==> src/design/nfa_pkg.sv <==
// Shared types and codes for the NFA set simulator.
// Holds the request/response beat structs, request codes and sequencer states.
// No dependencies.
`timescale 1ns / 1ps

package nfa_pkg;

    // Default sizes of the automaton.
    localparam int NUM_STATES_DEF  = 32;
    localparam int NUM_SYMBOLS_DEF = 128;

    // Fixed field widths of a request beat.
    localparam int REQ_TYPE_W = 3;
    localparam int STATE_FW   = 5;
    localparam int SYMBOL_FW  = 7;

    // Request codes.
    localparam logic [REQ_TYPE_W-1:0] REQ_ADD_TRANS   = 3'd0;
    localparam logic [REQ_TYPE_W-1:0] REQ_ADD_ALL     = 3'd1;
    localparam logic [REQ_TYPE_W-1:0] REQ_SET_ACCEPT  = 3'd2;
    localparam logic [REQ_TYPE_W-1:0] REQ_ADD_START   = 3'd3;
    localparam logic [REQ_TYPE_W-1:0] REQ_SYMBOL      = 3'd4;
    localparam logic [REQ_TYPE_W-1:0] REQ_EMPTY_CHECK = 3'd5;

    typedef struct packed {
        logic [REQ_TYPE_W-1:0] req_type;
        logic [STATE_FW-1:0]   src_state;
        logic [STATE_FW-1:0]   dst_state;
        logic [SYMBOL_FW-1:0]  symbol;
        logic                  accept_value;
        logic                  last_symbol;
    } req_t;

    typedef struct packed {
        logic accepted;
        logic any_active;
    } rsp_t;

    // Sequencer states.
    typedef enum logic [2:0] {
        ST_CLEAR,
        ST_IDLE,
        ST_ADD_RD,
        ST_ADD_WR,
        ST_STEP,
        ST_DRAIN,
        ST_REPORT
    } state_t;

endpackage

==> src/design/nfa_engine.sv <==
// Sequencer and set datapath of the NFA simulator.
// Walks the transition store one row per cycle and ORs rows into one accumulator.
// Depends on nfa_pkg.
`timescale 1ns / 1ps

module nfa_engine #(
    parameter int NUM_STATES  = nfa_pkg::NUM_STATES_DEF,
    parameter int NUM_SYMBOLS = nfa_pkg::NUM_SYMBOLS_DEF,
    localparam int STATE_W    = $clog2(NUM_STATES),
    localparam int SYM_W      = $clog2(NUM_SYMBOLS),
    localparam int ADDR_W     = STATE_W + SYM_W
) (
    input  logic                  clk,
    input  logic                  rst_n,
    input  logic                  req_valid,
    input  nfa_pkg::req_t         req,
    output logic                  ready,
    output logic                  mem_we,
    output logic [ADDR_W-1:0]     mem_waddr,
    output logic [NUM_STATES-1:0] mem_wdata,
    output logic                  mem_re,
    output logic [ADDR_W-1:0]     mem_raddr,
    input  logic [NUM_STATES-1:0] mem_rdata,
    input  logic                  slot_free,
    output logic                  rpt_fire,
    output nfa_pkg::rsp_t         rpt
);

    localparam int DEPTH = NUM_STATES << SYM_W;

    nfa_pkg::state_t state_reg, state_next;

    logic [ADDR_W-1:0]     cnt_reg, cnt_next;
    logic [SYM_W-1:0]      end_reg, end_next;
    logic [STATE_W-1:0]    src_reg, src_next;
    logic [NUM_STATES-1:0] dst_bit_reg, dst_bit_next;
    logic [SYM_W-1:0]      sym_reg, sym_next;
    logic                  last_reg, last_next;
    logic [NUM_STATES-1:0] cur_sh_reg, cur_sh_next;
    logic                  rd_bit_reg, rd_bit_next;
    logic [NUM_STATES-1:0] acc_reg, acc_next;
    logic [NUM_STATES-1:0] active_reg, active_next;
    logic [NUM_STATES-1:0] start_reg, start_next;
    logic [NUM_STATES-1:0] accept_reg, accept_next;
    logic                  in_run_reg, in_run_next;
    logic [NUM_STATES-1:0] rpt_set_reg, rpt_set_next;

    logic                  src_ok;
    logic                  dst_ok;
    logic                  sym_ok;
    logic [SYM_W-1:0]      sym_idx;
    logic [NUM_STATES-1:0] src_bit;
    logic [NUM_STATES-1:0] dst_bit;
    logic [NUM_STATES-1:0] acc_sum;

    // Decode of the incoming request fields.
    always_comb
    begin
        src_ok  = 32'(req.src_state) < 32'(NUM_STATES);
        dst_ok  = 32'(req.dst_state) < 32'(NUM_STATES);
        sym_ok  = 32'(req.symbol) < 32'(NUM_SYMBOLS);
        sym_idx = SYM_W'(req.symbol);
        src_bit = NUM_STATES'(1) << req.src_state;
        dst_bit = NUM_STATES'(1) << req.dst_state;
    end

    // The shared unit: OR of the row read last cycle into the accumulator.
    assign acc_sum = acc_reg | (rd_bit_reg ? mem_rdata : '0);

    // Next state.
    always_comb
    begin
        state_next = state_reg;
        case (state_reg)
            nfa_pkg::ST_CLEAR:
            begin
                if (cnt_reg == ADDR_W'(DEPTH - 1))
                begin
                    state_next = nfa_pkg::ST_IDLE;
                end
            end
            nfa_pkg::ST_IDLE:
            begin
                if (req_valid)
                begin
                    case (req.req_type)
                        nfa_pkg::REQ_ADD_TRANS:
                        begin
                            if (src_ok && dst_ok && sym_ok)
                            begin
                                state_next = nfa_pkg::ST_ADD_RD;
                            end
                        end
                        nfa_pkg::REQ_ADD_ALL:
                        begin
                            if (src_ok && dst_ok)
                            begin
                                state_next = nfa_pkg::ST_ADD_RD;
                            end
                        end
                        nfa_pkg::REQ_SYMBOL:
                        begin
                            if (sym_ok)
                            begin
                                state_next = nfa_pkg::ST_STEP;
                            end
                            else if (req.last_symbol)
                            begin
                                state_next = nfa_pkg::ST_REPORT;
                            end
                        end
                        nfa_pkg::REQ_EMPTY_CHECK:
                        begin
                            state_next = nfa_pkg::ST_REPORT;
                        end
                        default:
                        begin
                            state_next = nfa_pkg::ST_IDLE;
                        end
                    endcase
                end
            end
            nfa_pkg::ST_ADD_RD:
            begin
                state_next = nfa_pkg::ST_ADD_WR;
            end
            nfa_pkg::ST_ADD_WR:
            begin
                if (cnt_reg[SYM_W-1:0] == end_reg)
                begin
                    state_next = nfa_pkg::ST_IDLE;
                end
                else
                begin
                    state_next = nfa_pkg::ST_ADD_RD;
                end
            end
            nfa_pkg::ST_STEP:
            begin
                // Stop once no higher state is left in the current set.
                if ((cur_sh_reg >> 1) == '0)
                begin
                    state_next = nfa_pkg::ST_DRAIN;
                end
            end
            nfa_pkg::ST_DRAIN:
            begin
                state_next = last_reg ? nfa_pkg::ST_REPORT : nfa_pkg::ST_IDLE;
            end
            nfa_pkg::ST_REPORT:
            begin
                if (slot_free)
                begin
                    state_next = nfa_pkg::ST_IDLE;
                end
            end
            default:
            begin
                state_next = nfa_pkg::ST_IDLE;
            end
        endcase
    end

    // Outputs: memory port, handshake and report.
    always_comb
    begin
        ready     = 1'b0;
        mem_we    = 1'b0;
        mem_re    = 1'b0;
        mem_waddr = {src_reg, cnt_reg[SYM_W-1:0]};
        mem_wdata = mem_rdata | dst_bit_reg;
        mem_raddr = {cnt_reg[STATE_W-1:0], sym_reg};
        rpt_fire  = 1'b0;
        case (state_reg)
            nfa_pkg::ST_CLEAR:
            begin
                mem_we    = 1'b1;
                mem_waddr = cnt_reg;
                mem_wdata = '0;
            end
            nfa_pkg::ST_IDLE:
            begin
                ready = 1'b1;
            end
            nfa_pkg::ST_ADD_RD:
            begin
                mem_re    = 1'b1;
                mem_raddr = {src_reg, cnt_reg[SYM_W-1:0]};
            end
            nfa_pkg::ST_ADD_WR:
            begin
                mem_we = 1'b1;
            end
            nfa_pkg::ST_STEP:
            begin
                mem_re = 1'b1;
            end
            nfa_pkg::ST_REPORT:
            begin
                rpt_fire = slot_free;
            end
            default:
            begin
                ready = 1'b0;
            end
        endcase
        rpt.accepted   = |(rpt_set_reg & accept_reg);
        rpt.any_active = |rpt_set_reg;
    end

    // Datapath next values.
    always_comb
    begin
        cnt_next     = cnt_reg;
        end_next     = end_reg;
        src_next     = src_reg;
        dst_bit_next = dst_bit_reg;
        sym_next     = sym_reg;
        last_next    = last_reg;
        cur_sh_next  = cur_sh_reg;
        rd_bit_next  = 1'b0;
        acc_next     = acc_reg;
        active_next  = active_reg;
        start_next   = start_reg;
        accept_next  = accept_reg;
        in_run_next  = in_run_reg;
        rpt_set_next = rpt_set_reg;
        case (state_reg)
            nfa_pkg::ST_CLEAR:
            begin
                cnt_next = cnt_reg + 1'b1;
            end
            nfa_pkg::ST_IDLE:
            begin
                if (req_valid)
                begin
                    src_next     = STATE_W'(req.src_state);
                    dst_bit_next = dst_bit;
                    case (req.req_type)
                        nfa_pkg::REQ_ADD_TRANS:
                        begin
                            cnt_next = ADDR_W'(sym_idx);
                            end_next = sym_idx;
                        end
                        nfa_pkg::REQ_ADD_ALL:
                        begin
                            cnt_next = '0;
                            end_next = SYM_W'(NUM_SYMBOLS - 1);
                        end
                        nfa_pkg::REQ_SET_ACCEPT:
                        begin
                            if (src_ok)
                            begin
                                accept_next = req.accept_value ? (accept_reg | src_bit)
                                                               : (accept_reg & ~src_bit);
                            end
                        end
                        nfa_pkg::REQ_ADD_START:
                        begin
                            if (src_ok)
                            begin
                                start_next = start_reg | src_bit;
                            end
                        end
                        nfa_pkg::REQ_SYMBOL:
                        begin
                            // A new run begins from the start set.
                            cur_sh_next  = in_run_reg ? active_reg : start_reg;
                            sym_next     = sym_idx;
                            last_next    = req.last_symbol;
                            cnt_next     = '0;
                            acc_next     = '0;
                            in_run_next  = !req.last_symbol;
                            rpt_set_next = '0;
                            if (!sym_ok)
                            begin
                                active_next = '0;
                            end
                        end
                        nfa_pkg::REQ_EMPTY_CHECK:
                        begin
                            in_run_next  = 1'b0;
                            active_next  = start_reg;
                            rpt_set_next = start_reg;
                        end
                        default:
                        begin
                            in_run_next = in_run_reg;
                        end
                    endcase
                end
            end
            nfa_pkg::ST_ADD_WR:
            begin
                cnt_next = cnt_reg + 1'b1;
            end
            nfa_pkg::ST_STEP:
            begin
                cnt_next    = cnt_reg + 1'b1;
                cur_sh_next = cur_sh_reg >> 1;
                rd_bit_next = cur_sh_reg[0];
                acc_next    = acc_sum;
            end
            nfa_pkg::ST_DRAIN:
            begin
                active_next  = acc_sum;
                rpt_set_next = acc_sum;
            end
            default:
            begin
                rd_bit_next = 1'b0;
            end
        endcase
    end

    // Control and set registers.
    always_ff @(posedge clk or negedge rst_n)
    begin
        if (!rst_n)
        begin
            state_reg  <= nfa_pkg::ST_CLEAR;
            cnt_reg    <= '0;
            rd_bit_reg <= 1'b0;
            active_reg <= '0;
            start_reg  <= NUM_STATES'(1);
            accept_reg <= '0;
            in_run_reg <= 1'b0;
        end
        else
        begin
            state_reg  <= state_next;
            cnt_reg    <= cnt_next;
            rd_bit_reg <= rd_bit_next;
            active_reg <= active_next;
            start_reg  <= start_next;
            accept_reg <= accept_next;
            in_run_reg <= in_run_next;
        end
    end

    // Working registers of one request.
    always_ff @(posedge clk)
    begin
        end_reg     <= end_next;
        src_reg     <= src_next;
        dst_bit_reg <= dst_bit_next;
        sym_reg     <= sym_next;
        last_reg    <= last_next;
        cur_sh_reg  <= cur_sh_next;
        acc_reg     <= acc_next;
        rpt_set_reg <= rpt_set_next;
    end

endmodule

==> config.mk <==
export PLATFORM = sky130hd
export DESIGN_NAME = nfa_engine
export DESIGN_NICKNAME = d
export VERILOG_FILES = /design/src/design/nfa_pkg.sv /design/src/design/nfa_engine.sv
export SDC_FILE = /design/constraint.sdc
export NUM_CORES = 1
export LEC_CHECK = 0
export ABC_AREA = 1
export BUFFER_PORTS_ARGS = -buffer_cell sky130_fd_sc_hd__buf_2
export CORE_MARGIN = 2
export CORE_UTILIZATION = 35
export DETAILED_ROUTE_END_ITERATION = 10
export PLACE_DENSITY_LB_ADDON = 0.2
export SYNTH_ARGS = -nofsm -noshare
export SYNTH_HDL_FRONTEND = slang
export SYNTH_SLANG_ARGS = --single-unit
==> constraint.sdc <==
create_clock -name clk -period 6.67 [get_ports clk]
set_input_delay 1.0005 -clock clk [delete_from_list [all_inputs] [get_ports clk]]
set_output_delay 1.0005 -clock clk [all_outputs]
set_load 0.01 [all_outputs]
==> results of run 1 <==
[layer usage]
layer  track usage [%]  vias up
li1                  -     4847
met1             26.39     4817
met2             32.38      254
met3             2.685       51
met4             4.806        0
met5                 0        -
[logic make-up after synthesis]
family          count (synthesis)  synth area share [%]
simple gates                  658                 22.76
compound gates                270                 11.73
flops                         261                 57.99
buf+inv                       208                 6.933
xor+xnor                        7                0.4888
fa+ha+maj                       1               0.09973
[area by class of cell]
type	count	area [um2]
inverter	134	505.5
timing repair buffer	130	680.7
sequential	261	7273
multi-input combinational	936	4419
clock inverter	11	53.80
fill	3594	21010
clock buffer	45	878.3
tap	461	576.8
[cells in the mapped netlist, types with 26 or more instances]
master and instances:
a31oi_1 30, o21ai_1 94, or2_0 30, o31ai_1 28, nor2_1 242, dfrtp_1 112
a21oi_1 72, edfxtp_1 148, o21ai_0 39, nand2_2 32, nand4_1 27, nand2_1 268
inv_1 127, nand3_1 26, clkbuf_1 46
[power by group]
group          internal (uW)  switching [uW]
Sequential              2110             205
Combinational            496            1030
Clock                    903             663
Total                   3510            1900
[how the worst max path moves through the flow]
stage	endpoint	cells after the start	slack [ns]
final	mem_waddr[11]	6	3.03
after global routing	mem_waddr[11]	6	2.86
after floorplan	acc_reg[0]	4	1.67
after CTS	mem_waddr[11]	6	3.00
after global placement	mem_waddr[11]	6	3.65
after detailed placement	mem_waddr[11]	6	3.60
[per-stage QoR]
stage | setup slack [ns] | cells
after floorplan | 1.669 | 1405
final | 3.034 | 1978
after global placement | 3.649 | 1922
after global routing | 2.858 | 1978
after detailed placement | 3.596 | 1922
after CTS | 3.000 | 1978
[worst register-to-register path, cell delays in order (launching register included)]
cell and delay (ns):
dfrtp_1 0.60, inv_4 0.12, nor2_8 0.52, inv_2 0.36
or2_0 0.37, o21ai_1 0.10, inv_1 0.07, a21oi_1 0.29
==> qor.yml, run 1 <==
worst_setup_path:
  cp-startpoint: "state_reg[1]"
  slowest_delay_ns: 0.73
  worstSetupPathType: "reg -> out"
  worstReg2RegEnd: "rpt_set_reg[17]"
  critPathMaxFanout: 42
  cpLargestDelayFamily: "simple AND/OR/NAND/NOR gates"
  worst_ep_arrival_time_ns: 2.64
  r2r_cells: 7
  critPathRequiredTime_ns: 5.67
  regToRegSetupSlack_ns: 4.04
  cpMaxStageDelayCell: "nor2_4"
  start_kind: "flip-flop"
  r2r-start: "state_reg[2]"
  crit_chain: "nor2_1 -> inv_1 -> nor2_4 -> inv_1 -> o21ai_0 -> buf_2"
  cpMostUsedCell: "inv_1"
  end_kind: "output port"
  crit_buf_inv: 3
detailed_routing:
  met1_length_um: 16470
  drtPass1Iterations: 6
  wl_per_cell_um: 18.50
  dr_wl_met3_um: 1753
  highest_layer: "met4"
  routed_wl_um: 36600
  ant_nets: 0
  num_vias: 9969
  drc_errors: 0
  wl_met2_um: 17520
  drt_iter0_drc: 649
  via_per_inst: 5.040
placed_design:
  hpwlAfterDp_um: 25020
  dpl-instance-area_um2: 13460
  port_buffers: 119
  routabilityCongestion: 0.8630
logic_synthesis:
  syn_area_per_cell_um2: 8.928
  synth_seq_area_share_pct: 57.99
  synth.distinct_cells: 39
  ys.flop_type: "edfxtp_1"
  syn-cell-area_um2: 12540
  synth_top_cell_by_area: "edfxtp_1"
  ys_warn_count: 0
  syn_inst: 1405
  async_flop_share_pct: 43.30
  synth-edff-count: 148
  synth_area_leaders: "edfxtp_1 (35%), dfrtp_1 (22%), nand2_1 (8.0%)"
  yosysTopAreaCellShare_pct: 35.43
  ys_ff_latch: 261
  synth.net_count: 1464
cells_and_area:
  design_area_um2: 14390
  drive_above_1_share_pct: 14.70
  final_cell_mix: "nand2_1 (268), nor2_1 (241), edfxtp_1 (148)"
  area_growth_pct: 14.70
  num_antenna_cells: 0
  fin_nets: 1552
  finish.utilization_pct: 40.65
  mostFrequentLayoutCell: "nand2_1"
floorplanning:
  placementRows: 69
  io_pins: 120
  die_x_um: 193.3
  core_um2: 35400
  initial_core_util_pct: 35.44
  die_area_um2: 37370
  die_h_um: 193.3
cts:
  clkTransAtPathRegs_ns: 0.06
  h-tree-depth: 1
  cts_sinks: 261
  cts_buffer_depth: 3
  clock_latency_ns: 0.56
  cts_hold_buf: 0
  post_cts_buffers: 0
  cts_tree: "done"
  cts_resized: 0
  cts_buffers: 30
  cts_root_buffer: "clkbuf_16"
timing:
  setup_viol: 0
  finalCriticalPeriod_ns: 3.636
  setup_tns_ns: 0
  fmax_mhz: 275.0
  worst_pin_slew_ns: 1.116
  rsz0062_at_grt: "no"
  relSlewSlack_pct: 25.62
  post-route-period-util_pct: 54.52
  skew_ns: 0.01936
  slew_viol_final: 0
  finalHoldWorstSlack_ns: 0.4720
  hold_viol_final: 0
worst_hold_path:
  hold_class: "reg -> reg"
  hold_depth: 2
  hp-start: "start_reg[31]"
  hold_path_end: "start_reg[31]"
job:
  maxCapViolations: 0
global_routing:
  grt.overflow.total: 0
  antenna_found_initial: 0
  grtUsageTotal_pct: 19.29
  grt_max_degree: 99
  grt_first_pass_wirelength_um: 56770
  grt_pass1_vias: 9639
power:
  power_uw: 5409
  power.leakage_uw: 0.006468
  power_density_nw_per_um2: 376.0
  irDropWorstVdd_mv: 0.2081
status:
  status: "complete, no violations"
(Power assumes the default switching activity.)
==> inputs of run 2 (changes only) <==
==> constraint.sdc (replaced) <==
create_clock -name clk -period 3.65 [get_ports clk]
set_input_delay 0.5475 -clock clk [delete_from_list [all_inputs] [get_ports clk]]
set_output_delay 0.5475 -clock clk [all_outputs]
set_load 0.01 [all_outputs]
==> run 2 against run 1 <==
Compared with the run above: worst setup slack worse by 2.3 ns; combinational power is 85% higher; sequential share of layout area is 0.52 points lower; sequential power is 83% higher; clock skew is 0.0030 ns higher; worst hold slack worse by 0.47 ns; clock power is 95% higher; non-clock buffer count is 7 higher; register-to-register slack worse by 2.9 ns; cell count is 0.35% higher.
==> qor.yml, run 2 (synthesis gave the netlist of run 1 again) <==
timing:
  rsz0062_at_grt: "no"
  setup_viol: 0  # unchanged
  hold_viol_final: 0  # unchanged
  finalCriticalPeriod_ns: 2.959
  worst_slack_ns: 0.6913  # -2.342 ns
  slew_viol_final: 0  # unchanged
  fmax_mhz: 338.0
  setup_tns_ns: 0  # unchanged
  relSlewSlack_pct: 27.70  # +2.1 points
  worst_pin_slew_ns: 1.083  # -0.03238 ns
  post-route-period-util_pct: 81.06
  skew_ns: 0.02231  # +0.002957 ns
cts:
  clkTransAtPathRegs_ns: 0.06  # about the same
  cts_buffers: 30  # unchanged
  cts_buffer_depth: 3  # unchanged
  cts_hold_buf: 0  # unchanged
  cts_root_buffer: "clkbuf_16"
  h-tree-depth: 1  # unchanged
  cts_tree: "done"
  cts_resized: 0  # unchanged
  clock_latency_ns: 0.57  # about the same
  post_cts_buffers: 0  # unchanged
  cts_sinks: 261  # unchanged
detailed_routing:
  ant_nets: 0  # unchanged
  routed_wl_um: 36410  # -0.54%
  drtPass1Iterations: 5  # -1
  drc_errors: 0  # unchanged
  num_vias: 9946  # -0.23%
  via_per_inst: 5.011  # -0.58%
  drt_iter0_drc: 763  # +18%
  wl_per_cell_um: 18.34  # -0.89%
cells_and_area:
  fin_nets: 1559  # +0.45%
  seqCellArea_um2: 7273  # unchanged
  num_antenna_cells: 0  # unchanged
  final_cell_mix: "nand2_1 (268), nor2_1 (241), edfxtp_1 (148)"
  stdcell_count: 1985  # +0.35%
  multiInputGateArea_um2: 4419  # unchanged
  drive_above_1_share_pct: 15.16  # +0.46 points
  area_growth_pct: 15.89
  mostFrequentLayoutCell: "nand2_1"
  fillCellCount: 3609  # +0.42%
global_routing:
  grtUsageTotal_pct: 19.16  # -0.13 points
  grt_use_met3_pct: 2.667  # -0.017 points
  grt_use_met1_pct: 27.11  # +0.72 points
  grt-busiest-layer: "met2"
  grt_max_degree: 73  # -26%
  grt_first_pass_wirelength_um: 56250  # -0.92%
  grt.overflow.total: 0  # unchanged
  use_met2_pct: 30.73  # -1.7 points
  antenna_found_initial: 0  # unchanged
  grt_pass1_vias: 9547  # -0.95%
floorplanning:
  die_x_um: 193.3  # unchanged
  core_um2: 35400  # unchanged
  placementRows: 69  # unchanged
  die_area_um2: 37370  # unchanged
  io_pins: 120  # unchanged
  die_h_um: 193.3  # unchanged
  initial_core_util_pct: 35.44  # unchanged
power:
  power_uw: 10110  # +87%
  power.leakage_uw: 0.006542  # +1.1%
  power_density_nw_per_um2: 695.6  # +85%
  irDropWorstVdd_mv: 0.4760  # +130%
placed_design:
  routabilityCongestion: 0.8489  # -1.6%
  hpwlAfterDp_um: 25180  # +0.62%
  place_ws_ns: 1.132  # -2.464 ns
  port_buffers: 119  # unchanged
  dp_cells: 1929  # +0.36%
worst_setup_path:
  end_kind: "output port"
  critPathRequiredTime_ns: 3.10  # -2.57 ns
  critPathMaxFanout: 26  # -38%
  crit_chain: "inv_4 -> nand3_1 -> o21ai_0 -> buf_2"
  worst_ep_arrival_time_ns: 2.41  # -0.23 ns
  cpMaxStageDelayCell: "nand3_1"
  crit_buf_inv: 2  # -1
  start_kind: "flip-flop"
  slowest_delay_ns: 0.59  # -0.14 ns
  cpLargestDelayFamily: "simple AND/OR/NAND/NOR gates"
  worstSetupPathType: "reg -> out"
status:
  status: "complete, no violations"
job:
  maxCapViolations: 0  # unchanged
worst_hold_path:
  hold_class: "in -> async"
run 2: changes by cell type in the layout (fill, tap and decap cells not counted), moves of 2 or more:
cell       delta
buf_4         +5
clkinv_1      -4
clkbuf_1      +3
buf_12        +2
bufinv_16     +2
clkinv_2      -2
run 2: layer usage:
metal	share of wire, %	routed length [um]
met2	46	16920
met1	46	16670
met3	5.0	1815
met5	0	0
met4	2.8	1005
run 2: report_power, final:
group          total (uW)  switching (uW)  internal (uW)
combinational        2830            1880            948
sequential           4220             369           3850
clock                3060            1230           1830
run 2: cell type report:
class	count	share of cell area, %
clock buffer	49	6.215
clock inverter	7	0.6886
inverter	134	3.477
multi-input combinational	936	30.40
sequential	261	50.03
tap	461	3.968
timing repair buffer	137	5.216
run 2: final timing paths:
path                                  to  cells past startpoint  slack [ns]          start
setup / recovery            mem_raddr[3]                      4        0.69   state_reg[2]
hold / removal                cnt_reg[0]                      1       0.001          rst_n
setup reg to reg           cur_sh_reg[8]                      6        1.11   state_reg[0]
hold reg to reg            start_reg[31]                      2        0.47  start_reg[31]
max in group asynchronous      async pin                      2        2.81          rst_n
min in group clk              sym_reg[2]                      1        0.18         req[4]
run 2: metrics by stage:
stage	utilization [%]	hold WS (ns)	cell area (um2)
after floorplan	-	0.2519	12550
after global placement	38.23	0.4527	13530
after detailed placement	38.23	0.4555	13530
after CTS	41.07	0.01152	14540
after global routing	41.07	0.03990	14540
final	41.07	0.001093	14540
==> inputs of run 3 (changes only) <==
--- a/config.mk
+++ b/config.mk
@@ -5,7 +5,7 @@
 export SDC_FILE = /design/constraint.sdc
 export NUM_CORES = 1
 export LEC_CHECK = 0
-export ABC_AREA = 1
+export ABC_AREA = 0
 export BUFFER_PORTS_ARGS = -buffer_cell sky130_fd_sc_hd__buf_2
 export CORE_MARGIN = 2
 export CORE_UTILIZATION = 35
==> constraint.sdc (replaced) <==
create_clock -name clk -period 2.8 [get_ports clk]
set_input_delay 0.42 -clock clk [delete_from_list [all_inputs] [get_ports clk]]
set_output_delay 0.42 -clock clk [all_outputs]
set_load 0.01 [all_outputs]
==> run 3 against run 2 <==
Compared with the run above: critical path depth rose by 1; die area fell by 2.9%; first-iteration DRC count fell by 12%; worst hold slack improved by 0.034 ns; sequential power rose by 32%; cell count fell by 14%; flip-flop and latch count did not move; critical endpoint is now rpt[1]; largest cell class unchanged; highest routed layer unchanged.
==> qor.yml, run 3 <==
detailed_routing:
  drc_errors: 0  # unchanged
  ant_nets: 0  # unchanged
  drt_iter0_drc: 672  # -12%
  routed_wl_um: 33210  # -8.8%
  via_per_inst: 5.174  # +3.3%
  drtPass1Iterations: 5  # unchanged
  wl_per_cell_um: 19.44  # +6.0%
  num_vias: 8838  # -11%
cts:
  cts_buffers: 30  # unchanged
  h-tree-depth: 1  # unchanged
  cts_root_buffer: "clkbuf_16"
  cts_buffer_depth: 3  # unchanged
  cts_sinks: 261  # unchanged
  cts_tree: "done"
  clkTransAtPathRegs_ns: 0.06  # about the same
  clock_latency_ns: 0.57  # about the same
power:
  p_int_uw: 8706  # +31%
  power_density_nw_per_um2: 893.4  # +28%
  combPwrFrac_pct: 25.3  # -2.7 points
  power_frac_clock_pct: 31.4  # +1.1 points
  irDropWorstVdd_mv: 0.6117  # +28%
  seqPwrFrac_pct: 43.3  # +1.5 points
  swShare_pct: 32.46  # -2.0 points
  power.leakage_uw: 0.006046  # -7.6%
  switchingPower_uw: 4183  # +20%
timing:
  setup_viol: 0  # unchanged
  rsz0062_at_grt: "no"
  finalCriticalPeriod_ns: 2.641
  hold_viol_final: 0  # unchanged
  setup_tns_ns: 0  # unchanged
  relSlewSlack_pct: 33.39  # +5.7 points
  finalHoldWorstSlack_ns: 0.03531  # +0.03422 ns
  worst_pin_slew_ns: 0.9991  # -0.08422 ns
  fmax_mhz: 378.6
  post-route-period-util_pct: 94.33
  slew_viol_final: 0  # unchanged
  skew_ns: 0.02107  # -0.001240 ns
logic_synthesis:
  synth_common_cells: "nor2_1 (188), edfxtp_1 (148), dfrtp_1 (112), nand2_1 (102), a21oi_1 (79)"
  ys.flop_type: "edfxtp_1"
  ys_warn_count: 0  # unchanged
  syn-cell-area_um2: 12180  # -2.9%
  synth_top_cell_by_area: "edfxtp_1"
  syn_inst: 1113  # -21%
  synth.distinct_cells: 58  # +49%
  synth-edff-count: 148  # unchanged
  async_flop_share_pct: 43.30  # unchanged
  synth_area_leaders: "edfxtp_1 (36%), dfrtp_1 (23%), nor2_1 (5.8%)"
  synth_seq_area_share_pct: 59.73  # +1.7 points
  synth.net_count: 1172  # -20%
  ys_ff_latch: 261  # unchanged
  yosysMostFrequentCell: "nor2_1"
  yosysTopAreaCellShare_pct: 36.50  # +1.1 points
  syn_area_per_cell_um2: 10.94  # +23%
floorplanning:
  die_x_um: 190.5  # -1.4%
  core_um2: 34370  # -2.9%
  placementRows: 68  # -1.4%
  die_area_um2: 36300  # -2.9%
  io_pins: 120  # unchanged
  initial_core_util_pct: 35.43  # about the same
  die_h_um: 190.5  # -1.4%
status:
  status: "complete, no violations"
global_routing:
  grt.overflow.total: 0  # unchanged
  grt_first_pass_wirelength_um: 51390  # -8.6%
  grt_max_degree: 65  # -11%
  antenna_found_initial: 0  # unchanged
  grtUsageTotal_pct: 18.37  # -0.80 points
  grt_pass1_vias: 8717  # -8.7%
worst_hold_path:
  hold_depth: 1
  hold_class: "in -> reg"
cells_and_area:
  area_growth_pct: 18.47
  finish.utilization_pct: 41.97  # +0.90 points
  fin_nets: 1287  # -17%
  design_area_um2: 14430  # -0.76%
  final_cell_mix: "nor2_1 (187), edfxtp_1 (148), buf_2 (118)"
  mostFrequentLayoutCell: "nor2_1"
  drive_above_1_share_pct: 23.32  # +8.2 points
worst_setup_path:
  worstSetupPathType: "reg -> out"
  critPathRequiredTime_ns: 2.38  # -0.72 ns
  worst_ep_arrival_time_ns: 2.22  # -0.19 ns
  critPathMaxFanout: 2  # -92%
  r2r_cells: 6  # unchanged
  start_kind: "flip-flop"
  end_kind: "output port"
job:
  maxCapViolations: 0  # unchanged
placed_design:
  dpl-instance-area_um2: 13350  # -1.3%
  port_buffers: 119  # unchanged
  hpwlAfterDp_um: 24070  # -4.4%
  routabilityCongestion: 0.8577  # +1.0%
-- run 3: cell count changes in the layout (fill, tap and decap cells not counted), sizes merged, moves of 16 or more --
cell    before  now
nand4       27   10
a31oi       30    2
a21o         0   49
o21bai       0   16
inv        135    0
mux2         0   52
mux2i        0   34
o31ai       28    6
nor2       245  204
o21ai      133   73
or2         33    9
buf        137  156
nand2      302  102
-- run 3: area by class of cell --
| cell class | count | area, um2 |
|---|---|---|
| sequential | 261 | 7276 |
| inverter | 1 | 5.005 |
| antenna | 1 | 2.502 |
| clock inverter | 17 | 192.7 |
| timing repair buffer | 157 | 935.9 |
| clock buffer | 39 | 835.8 |
| tap | 455 | 569.3 |
| multi-input combinational | 777 | 4609 |
| fill | 3358 | 19950 |
-- run 3: repair_timing --
action                                  CTS  global route
endpoints found under the setup margin   35            35
cloned                                    0             0
hold endpoints to repair                 31             0
resized for setup                         1             5
pin swaps                                 0             1
hold buffers                              1             0
buffers inserted                          0             1
-- run 3: worst max-delay path, stage by stage, from the launching register on --
cell and delay [ns]:
edfxtp_1 0.44, a22o_1 0.24, a221oi_2 0.18, nand3_1 0.09, or4_4 0.54, buf_2 0.16
-- run 3: cell families (layout without fill, tap and decap cells) --
| group | count (synthesis) | after routing | synth area share (%) |
|---|---|---|---|
| and+or+nand+nor | 428 | 428 | 16.49 |
| DFF | 261 | 261 | 59.73 |
| AOI/OAI and AO/OA | 254 | 254 | 12.63 |
| muxes | 86 | 86 | 7.604 |
| buffers and inverters | 75 | 214 | 2.867 |
| xor gates and xnor gates | 8 | 8 | 0.5754 |
| adders and majority gates | 1 | 1 | 0.1027 |
| other | 0 | 1 | 0 |
-- run 3: final timing paths --
path / slack, ns / to / start
worst min-delay path: 0.04 / last_reg / req[0]
worst min register to register: 0.48 / active_reg[10] / active_reg[10]
worst max register to register: 0.56 / flip-flop / state_reg[2]
min in group asynchronous: 0.36 / rd_bit_reg / rst_n
worst max-delay path: 0.16 / rpt[1] / rpt_set_reg[19]
max in group asynchronous: 1.74 / start_reg[3] / rst_n
-- run 3: through the flow --
| step | setup slack (ns) | cells | power, uW |
|---|---|---|---|
| after floorplan | 0.08041 | 1113 | 7582 |
| after global placement | 0.4098 | 1649 | 8861 |
| after detailed placement | 0.3309 | 1649 | 8886 |
| after CTS | 0.003574 | 1706 | 12990 |
| after global routing | 0.03582 | 1707 | 13580 |
| final | 0.1588 | 1708 | 12890 |
-- run 3: power by group through the flow --
stage	combinational, uW	clock, uW	sequential, uW
floorplan	2300	0	5280
global placement	3240	0	5620
detailed placement	3250	0	5630
CTS	3280	4150	5570
global route	3610	4300	5670
finish	3260	4050	5580
-- run 3: layer usage --
layer | vias to the layer above | track usage [%] | share of wire [%]
li1 | 4230 | - | -
met1 | 4282 | 27.03 | 48
met2 | 281 | 28.11 | 44
met3 | 45 | 2.834 | 5.8
met4 | 0 | 5.069 | 2.0
met5 | - | 0 | 0
